$ cat config.mk
export PLATFORM = sky130hd
export DESIGN_NAME = i2c_register_transfer_sequencer
export DESIGN_NICKNAME = d
export VERILOG_FILES = /design/src/rts_pkg.sv /design/src/rts_core.sv /design/src/rts_result_buf.sv /design/src/i2c_register_transfer_sequencer.sv
export SDC_FILE = /design/constraint.sdc
export NUM_CORES = 1
export LEC_CHECK = 0
export ABC_AREA = 0
export BUFFER_PORTS_ARGS = -buffer_cell sky130_fd_sc_hd__buf_2
export CORE_UTILIZATION = 40
export CTS_BUF_LIST = sky130_fd_sc_hd__clkbuf_2 sky130_fd_sc_hd__clkbuf_4 sky130_fd_sc_hd__clkbuf_8
export DETAILED_ROUTE_END_ITERATION = 16
export SYNTH_ARGS = -nofsm -noshare
export SYNTH_HDL_FRONTEND = slang
export SYNTH_HIERARCHICAL = 1
export SYNTH_SLANG_ARGS = --single-unit
$ cat constraint.sdc
create_clock -name clk -period 4.87 [get_ports clk]
set_clock_uncertainty 0.1 [all_clocks]
set_input_delay 0 -clock clk [delete_from_list [all_inputs] [get_ports clk]]
set_output_delay 0 -clock clk [all_outputs]
set_load 0.01 [all_outputs]
$ cat src/rts_pkg.sv
// Shared types, codes and constants for the I2C register transfer sequencer.
// No dependencies; every other file in src refers to it by scoped names.
`timescale 1ns / 1ps
`default_nettype none

package rts_pkg;

	localparam int COUNT_WIDTH_DEF = 8;

	// Command codes.
	localparam logic [1:0] CMD_RESET   = 2'd0;
	localparam logic [1:0] CMD_WRITE   = 2'd1;
	localparam logic [1:0] CMD_READ    = 2'd2;
	localparam logic [1:0] CMD_PROCESS = 2'd3;

	// Sequencer phases.
	localparam logic [3:0] PH_IDLE         = 4'd0;
	localparam logic [3:0] PH_START        = 4'd1;
	localparam logic [3:0] PH_START_WAIT   = 4'd2;
	localparam logic [3:0] PH_RESTART_WAIT = 4'd3;
	localparam logic [3:0] PH_WRITE_WAIT   = 4'd4;
	localparam logic [3:0] PH_READ_WAIT    = 4'd5;
	localparam logic [3:0] PH_HALTED       = 4'd8;

	// Result kinds.
	localparam logic [2:0] K_STATUS = 3'd0;
	localparam logic [2:0] K_ADDR   = 3'd1;
	localparam logic [2:0] K_DATA   = 3'd2;
	localparam logic [2:0] K_CTRL   = 3'd3;
	localparam logic [2:0] K_RX     = 3'd4;

	// Control register flags.
	localparam logic [7:0] F_RUN   = 8'h01;
	localparam logic [7:0] F_START = 8'h02;
	localparam logic [7:0] F_STOP  = 8'h04;
	localparam logic [7:0] F_ACK   = 8'h08;

	localparam logic       READ_BIT      = 1'b1;
	localparam logic [6:0] SLAVE_RESET   = 7'd111;
	localparam int         MAX_RESULTS   = 3;

	typedef struct packed {
		logic [2:0] kind;
		logic [7:0] value;
		logic [7:0] buffer_index;
	} res_t;

	// Everything one step hands to the result buffer.
	typedef struct packed {
		res_t [MAX_RESULTS-1:0] ent;
		logic [1:0]             count;
		logic [3:0]             phase;
	} step_out_t;

endpackage

`default_nettype wire

$ cat src/rts_core.sv
// Sequencer state, slave address register and the single-step transition logic.
// Depends on rts_pkg.
`timescale 1ns / 1ps
`default_nettype none

module rts_core #(
	parameter int COUNT_WIDTH = rts_pkg::COUNT_WIDTH_DEF
) (
	input  wire logic              clk,
	input  wire logic              arst_n,
	input  wire logic              cfg_wr_en,
	input  wire logic [6:0]        cfg_wr_data,
	input  wire logic              step_en,
	input  wire logic [1:0]        cmd,
	input  wire logic [7:0]        byte_count,
	input  wire logic [7:0]        tx_data,
	input  wire logic              controller_ready,
	input  wire logic              bus_busy,
	input  wire logic              address_nack,
	input  wire logic              data_nack,
	input  wire logic [7:0]        rx_data,
	output rts_pkg::step_out_t     step_out
);

	localparam int CW   = COUNT_WIDTH;
	localparam int IDXW = (CW > 8) ? CW : 8;

	logic [6:0]    slave_q;
	logic [3:0]    phase_q;
	logic [CW-1:0] index_q;
	logic [CW-1:0] total_q;
	logic          read_q;

	logic [3:0]    phase_d;
	logic [CW-1:0] index_d;
	logic [CW-1:0] total_d;
	logic          read_d;

	always_ff @(posedge clk or negedge arst_n) begin
		if (!arst_n) begin
			slave_q <= rts_pkg::SLAVE_RESET;
		end else if (cfg_wr_en) begin
			slave_q <= cfg_wr_data;
		end
	end

	always_ff @(posedge clk or negedge arst_n) begin
		if (!arst_n) begin
			phase_q <= rts_pkg::PH_IDLE;
			index_q <= '0;
			total_q <= '0;
			read_q  <= 1'b0;
		end else if (step_en) begin
			phase_q <= phase_d;
			index_q <= index_d;
			total_q <= total_d;
			read_q  <= read_d;
		end
	end

	always_comb begin
		logic [IDXW-1:0] cnt_ext;
		logic [IDXW-1:0] idx_ext;
		logic [CW-1:0]   count;
		logic [CW-1:0]   idx_inc;
		logic [7:0]      idx8;
		logic [7:0]      addr_wr;
		logic [7:0]      addr_rd;
		logic            proc;
		rts_pkg::res_t   status;

		cnt_ext = IDXW'(byte_count);
		count   = cnt_ext[CW-1:0];

		phase_d = phase_q;
		index_d = index_q;
		total_d = total_q;
		read_d  = read_q;
		proc    = (cmd == rts_pkg::CMD_PROCESS);

		status.kind         = rts_pkg::K_STATUS;
		status.value        = 8'd0;
		status.buffer_index = 8'd0;
		step_out.ent   = {rts_pkg::MAX_RESULTS{status}};
		step_out.count = 2'd0;

		// The command part runs first; a start command then processes at once.
		if (cmd == rts_pkg::CMD_RESET) begin
			phase_d = rts_pkg::PH_IDLE;
			index_d = '0;
			total_d = '0;
			read_d  = 1'b0;
		end else if ((cmd == rts_pkg::CMD_WRITE || cmd == rts_pkg::CMD_READ) &&
				phase_q != rts_pkg::PH_HALTED) begin
			phase_d = rts_pkg::PH_START;
			index_d = '0;
			total_d = count;
			read_d  = (cmd == rts_pkg::CMD_READ);
			proc    = 1'b1;
		end

		idx_ext = IDXW'(index_d);
		idx8    = idx_ext[7:0];
		idx_inc = index_d + CW'(1);
		addr_wr = {slave_q, 1'b0};
		addr_rd = {slave_q, rts_pkg::READ_BIT};

		if (proc) begin
			unique case (phase_d)
				rts_pkg::PH_IDLE: begin
					index_d = '0;
				end
				rts_pkg::PH_START: begin
					if (!bus_busy) begin
						step_out.ent[0] = '{rts_pkg::K_ADDR, addr_wr, 8'd0};
						step_out.ent[1] = '{rts_pkg::K_DATA, tx_data, idx8};
						step_out.ent[2] = '{rts_pkg::K_CTRL,
							rts_pkg::F_RUN | rts_pkg::F_START, 8'd0};
						step_out.count  = 2'd3;
						index_d = idx_inc;
						phase_d = rts_pkg::PH_START_WAIT;
					end
				end
				rts_pkg::PH_START_WAIT: begin
					if (controller_ready) begin
						if (address_nack) begin
							phase_d = rts_pkg::PH_HALTED;
						end else if (index_d >= total_d) begin
							// Nothing beyond the register address: just stop.
							step_out.ent[0] = '{rts_pkg::K_CTRL, rts_pkg::F_STOP, 8'd0};
							step_out.count  = 2'd1;
							phase_d = rts_pkg::PH_WRITE_WAIT;
						end else if (read_d) begin
							step_out.ent[0] = '{rts_pkg::K_ADDR, addr_rd, 8'd0};
							step_out.ent[1] = '{rts_pkg::K_CTRL,
								rts_pkg::F_RUN | rts_pkg::F_START |
								((idx_inc == total_d) ? rts_pkg::F_STOP : rts_pkg::F_ACK),
								8'd0};
							step_out.count  = 2'd2;
							phase_d = rts_pkg::PH_RESTART_WAIT;
						end else begin
							step_out.ent[0] = '{rts_pkg::K_DATA, tx_data, idx8};
							step_out.ent[1] = '{rts_pkg::K_CTRL,
								rts_pkg::F_RUN |
								((idx_inc < total_d) ? 8'd0 : rts_pkg::F_STOP), 8'd0};
							step_out.count  = 2'd2;
							index_d = idx_inc;
							phase_d = rts_pkg::PH_WRITE_WAIT;
						end
					end
				end
				rts_pkg::PH_RESTART_WAIT, rts_pkg::PH_READ_WAIT: begin
					if (controller_ready) begin
						if (phase_d == rts_pkg::PH_RESTART_WAIT && address_nack) begin
							phase_d = rts_pkg::PH_HALTED;
						end else begin
							step_out.ent[0] = '{rts_pkg::K_RX, rx_data, idx8};
							index_d = idx_inc;
							if (idx_inc < total_d) begin
								// The last byte to read gets STOP, the others ACK.
								step_out.ent[1] = '{rts_pkg::K_CTRL,
									rts_pkg::F_RUN |
									((idx_inc + CW'(1) == total_d) ?
										rts_pkg::F_STOP : rts_pkg::F_ACK),
									8'd0};
								step_out.count  = 2'd2;
								phase_d = rts_pkg::PH_READ_WAIT;
							end else begin
								step_out.count = 2'd1;
								phase_d = rts_pkg::PH_IDLE;
								index_d = '0;
							end
						end
					end
				end
				rts_pkg::PH_WRITE_WAIT: begin
					if (controller_ready) begin
						if (data_nack) begin
							phase_d = rts_pkg::PH_HALTED;
						end else if (index_d < total_d) begin
							step_out.ent[0] = '{rts_pkg::K_DATA, tx_data, idx8};
							step_out.ent[1] = '{rts_pkg::K_CTRL,
								rts_pkg::F_RUN |
								((idx_inc < total_d) ? 8'd0 : rts_pkg::F_STOP), 8'd0};
							step_out.count  = 2'd2;
							index_d = idx_inc;
						end else begin
							phase_d = rts_pkg::PH_IDLE;
							index_d = '0;
						end
					end
				end
				default: begin
				end
			endcase
		end

		// A step that issues nothing still reports one status word.
		if (step_out.count == 2'd0) begin
			step_out.count = 2'd1;
		end
		step_out.phase = phase_d;
	end

endmodule

`default_nettype wire

$ cat src/rts_result_buf.sv
// Result buffer: holds the words of one step and hands them out one per handshake.
// Depends on rts_pkg.
`timescale 1ns / 1ps
`default_nettype none

module rts_result_buf (
	input  wire logic               clk,
	input  wire logic               arst_n,
	input  wire logic               load,
	input  wire rts_pkg::step_out_t step_in,
	output logic                    room,
	output logic                    res_valid,
	input  wire logic               res_stall,
	output logic [2:0]              kind,
	output logic [7:0]              value,
	output logic [7:0]              buffer_index,
	output logic [3:0]              phase,
	output logic                    last
);

	rts_pkg::res_t [rts_pkg::MAX_RESULTS-1:0] ent_q;
	logic [3:0] phase_q;
	logic [1:0] count_q;
	logic [1:0] rd_q;
	logic       pop;
	rts_pkg::res_t cur;

	assign res_valid = (rd_q != count_q);
	assign last      = res_valid && (rd_q + 2'd1 == count_q);
	assign pop       = res_valid && !res_stall;
	// A new step may load when the buffer is empty or its final word leaves now.
	assign room      = !res_valid || (pop && last);

	always_comb begin
		if (rd_q == 2'd2) begin
			cur = ent_q[2];
		end else if (rd_q == 2'd1) begin
			cur = ent_q[1];
		end else begin
			cur = ent_q[0];
		end
	end

	assign kind         = cur.kind;
	assign value        = cur.value;
	assign buffer_index = cur.buffer_index;
	assign phase        = phase_q;

	always_ff @(posedge clk or negedge arst_n) begin
		if (!arst_n) begin
			count_q <= 2'd0;
			rd_q    <= 2'd0;
		end else if (load) begin
			count_q <= step_in.count;
			rd_q    <= 2'd0;
		end else if (pop && last) begin
			count_q <= 2'd0;
			rd_q    <= 2'd0;
		end else if (pop) begin
			rd_q <= rd_q + 2'd1;
		end
	end

	always_ff @(posedge clk) begin
		if (load) begin
			ent_q   <= step_in.ent;
			phase_q <= step_in.phase;
		end
	end

endmodule

`default_nettype wire

$ cat src/i2c_register_transfer_sequencer.sv
// An accepted command word is registered, then steps into the result buffer when it has room.
// Throughput: one command word per cycle while each step yields a single result and the
// receiver does not stall; a multi-result step holds the output until its last word leaves.
// Reset: asynchronous, active low; phase idle, counters cleared, slave address 111.
// Depends on rts_pkg, rts_core and rts_result_buf.
`timescale 1ns / 1ps
`default_nettype none

module i2c_register_transfer_sequencer #(
	parameter int COUNT_WIDTH = rts_pkg::COUNT_WIDTH_DEF
) (
	input  wire logic       clk,
	input  wire logic       arst_n,
	input  wire logic       cfg_wr_en,
	input  wire logic [6:0] cfg_wr_data,
	input  wire logic       cmd_valid,
	output logic            cmd_stall,
	input  wire logic [1:0] cmd,
	input  wire logic [7:0] byte_count,
	input  wire logic [7:0] tx_data,
	input  wire logic       controller_ready,
	input  wire logic       bus_busy,
	input  wire logic       address_nack,
	input  wire logic       data_nack,
	input  wire logic [7:0] rx_data,
	output logic            res_valid,
	input  wire logic       res_stall,
	output logic [2:0]      kind,
	output logic [7:0]      value,
	output logic [7:0]      buffer_index,
	output logic [3:0]      phase,
	output logic            last
);

	logic       valid_s1;
	logic [1:0] cmd_s1;
	logic [7:0] byte_count_s1;
	logic [7:0] tx_data_s1;
	logic       ready_s1;
	logic       busy_s1;
	logic       anack_s1;
	logic       dnack_s1;
	logic [7:0] rx_data_s1;

	logic               room;
	logic               advance;
	logic               accept;
	rts_pkg::step_out_t step_out;

	assign advance   = valid_s1 && room;
	assign cmd_stall = valid_s1 && !room;
	assign accept    = cmd_valid && !cmd_stall;

	always_ff @(posedge clk or negedge arst_n) begin
		if (!arst_n) begin
			valid_s1 <= 1'b0;
		end else if (accept) begin
			valid_s1 <= 1'b1;
		end else if (advance) begin
			valid_s1 <= 1'b0;
		end
	end

	always_ff @(posedge clk) begin
		if (accept) begin
			cmd_s1        <= cmd;
			byte_count_s1 <= byte_count;
			tx_data_s1    <= tx_data;
			ready_s1      <= controller_ready;
			busy_s1       <= bus_busy;
			anack_s1      <= address_nack;
			dnack_s1      <= data_nack;
			rx_data_s1    <= rx_data;
		end
	end

	rts_core #(
		.COUNT_WIDTH(COUNT_WIDTH)
	) u_core (
		.clk              (clk),
		.arst_n           (arst_n),
		.cfg_wr_en        (cfg_wr_en),
		.cfg_wr_data      (cfg_wr_data),
		.step_en          (advance),
		.cmd              (cmd_s1),
		.byte_count       (byte_count_s1),
		.tx_data          (tx_data_s1),
		.controller_ready (ready_s1),
		.bus_busy         (busy_s1),
		.address_nack     (anack_s1),
		.data_nack        (dnack_s1),
		.rx_data          (rx_data_s1),
		.step_out         (step_out)
	);

	rts_result_buf u_buf (
		.clk          (clk),
		.arst_n       (arst_n),
		.load         (advance),
		.step_in      (step_out),
		.room         (room),
		.res_valid    (res_valid),
		.res_stall    (res_stall),
		.kind         (kind),
		.value        (value),
		.buffer_index (buffer_index),
		.phase        (phase),
		.last         (last)
	);

endmodule

`default_nettype wire

==> run metrics <==
outcome=completed; Final period util=between 90 and 100%; detailed-route wire length=approximately 18000 um; all-layer global routing usage=between 20% and 30%; TritonCTS clock tree=done; Reg clk slew, reported paths=about 80 ps; Setup CP Type=reg -> reg; Final GP Congestion=0.907; register bit total from synthesis=~120; Boundary Pins=68; R2R Path Start=cmd_s1[1]; slowest library cell on the worst path=a2111oi_2; commonest register cell after synthesis=edfxtp_1; post-CTS sizing=0; delay-heaviest family, CP=compound AO/OA/AOI/OAI gates; first-pass GRT wire length=28600 um; CP most frequent cell=inv_1; Synth cell types=83; final cell count without fillers=1017; Syn Std Cell Area=around 7100 um^2; Vias per Instance=5.34; Initial Util=between 40% and 50%; CP Max Fanout=8; CP arrival=between 4000 and 5000 ps; drt wl/cell=17.8 um; Syn Area/Cell=around 11 um^2; reg-to-reg slack, setup=~360 ps; storage element area=3570 um^2; # hold bufs at CTS=47; antenna diode count=0; row count=48; largest cells by area after synthesis=edfxtp_1 (39%), dfrtp_1 (9.5%), ha_1 (4.6%); clock root buffer=clkbuf_8; maxcap violations=0; crit path from=cmd_s1[1]; pwr dens=about 620 nW/um^2; total CTS buffers=17; share of layout cells above drive strength 1=a little over a fifth; Leak Pwr=about 3.4 nW; DRT iter0 DRCs=around 410; Sink Count=approximately 120; Hold Crit Class=in -> async; WP data required=between 4000 and 5000 ps; final hold viol count=0; Max VDD drop=between 400 and 500 uV; die width=roughly 140 um; pin count of the biggest net entering global routing=46; DIE HEIGHT=135 um; combinational share of power=around 45%; Yosys top cell area share=roughly two fifths; most common cell in the synthesized netlist=edfxtp_1; Overflow after GRT=0; Worst path max stage delay=670 ps; layout net count=around 850; die area=18200 um^2; P_int=slightly above 3 mW; clk_lat worst skew=between 400 and 500 ps; vias=5429; DRT Pass-1 Iters=5; Total Neg Setup Slack=0 ps; number of global-route vias before repair=about 5400; Max H-tree Level=4; Slew HR=~28%; post-synth top area cell=edfxtp_1; CP Launch Type=flip-flop; top cells by count, synth=edfxtp_1 (91), nand2_1 (67), o21ai_0 (50); sequential fraction of the synthesis area=about 50%; Tightest Pin Transition=1070 ps; Cells after Synth=about 660; Switching Fraction=roughly two fifths; setup bufs post-CTS=0; number of port buffers=67; Finish-stage setup viols=0; WP buf/inv=3; net switching power=about 2.2 mW; EDFF count, synth=slightly above 90; Max Root-Sink Buffers=2; number of fill cells=about 1600; Pins Over Slew Limit=0; DRT antenna net count=0; area of the multi-input gates=approximately 3100 um^2; crit path capture type=flip-flop; Yosys warnings=6; Clock Power Share=between 10% and 20%; drt drc=0; initial antenna violation count=0; area added between synthesis and finish=20.3%; Reg power frac=a little over a third; core area=17300 um^2; crit path time final=4510 ps; async set or reset register ratio after synthesis=26.6%; crit-path cells=inv_1, ha_1, inv_1, o211ai_1, inv_1, ha_1, xnor2_1, or3_1, and2_1, a211o_1, a311o_1, a2111oi_2, o22ai_1; placed cell count=938; fmax=about 220 MHz; RSZ-0062 raised after global routing=no; HPWL after DPL=approximately 13000 um
stage by stage:
stage	utilization [%]	area, um^2	setup WS [ps]	power (mW)	hold slack [ps]
global route	49.2	8520	74.7	5.63	139
global placement	44.0	7610	505	4.22	76.6
finish	49.2	8520	356	5.28	109
CTS	49.2	8520	350	5.30	124
detailed placement	44.0	7610	394	4.26	75.1
floorplan	-	7140	522	3.53	-396
flip-flops by register name, indices dropped and copies added, names as in the netlist, 4 cells and up:
| register | cells |
|---|---|
| u_core/index_q | 8 |
| u_core/slave_q | 7 |
| byte_count_s1 | 8 |
| u_core/total_q | 8 |
| tx_data_s1 | 8 |
| u_buf/phase | 4 |
| rx_data_s1 | 8 |
| u_core/phase_q | 4 |
| u_buf/ent_q | 57 |
cell usage in the layout, fill, tap and decap left out, types with 21 or more instances in the layout:
| master | count |
|---|---|
| buf_2 | 67 |
| buf_4 | 23 |
| dfrtp_1 | 27 |
| edfxtp_1 | 91 |
| o21ai_0 | 50 |
| a21oi_1 | 29 |
| nand2_1 | 67 |
| nor2_1 | 31 |
| mux2i_1 | 21 |
| inv_1 | 38 |
| ha_1 | 26 |
| dlygate4sd3_1 | 47 |
power by group through the flow:
stage / sequential [mW] / combinational [mW] / clock [mW]
floorplan: 1.88 / 1.65 / 0
CTS: 1.92 / 2.36 / 1.02
global route: 1.96 / 2.60 / 1.06
global placement: 1.92 / 2.30 / 0
detailed placement: 1.94 / 2.32 / 0
finish: 1.92 / 2.37 / 0.995
routing by layer:
layer / part of all wire (%) / track usage [%] / vias up
li1: - / - / 2638
met1: 47 / 28.6 / 2587
met2: 45 / 32.1 / 175
met3: 5.0 / 3.90 / 29
met4: 2.5 / 9.05 / 0
met5: 0 / 0 / -
final cells by class:
cell class                      instances  share of cell area, %
Inverter                               38                   1.67
Multi-Input combinational cell        461                   36.6
Clock buffer                           18                   2.91
Tap cell                              225                   3.31
Timing Repair Buffer                  137                   11.5
Clock inverter                         14                   2.16
Sequential cell                       124                   41.9
cell families (layout without fill, tap and decap cells):
family / after synthesis / count (layout) / synth area share [%]
AOI/OAI and AO/OA: 166 / 166 / 15.9
xor gates and xnor gates: 13 / 13 / 1.80
adders and majority gates: 26 / 26 / 4.59
buffers and inverters: 91 / 207 / 6.45
DFF: 124 / 124 / 50.4
muxes: 39 / 39 / 5.88
other: 1 / 16 / 0.0530
and+or+nand+nor: 201 / 201 / 14.9
final timing paths:
check / endpoint / depth (start not counted)
worst min-delay path: u_core/index_q[2] / 2
worst max-delay path: u_buf/ent_q[30] / 13
worst max register to register: u_buf/ent_q[30] / 13
min in group clk: rx_data_s1[1] / 2
worst min register to register: u_core/read_q / 1
max in group asynchronous: u_core/phase_q[2] / 2
Power figures use the tool's default switching activity.
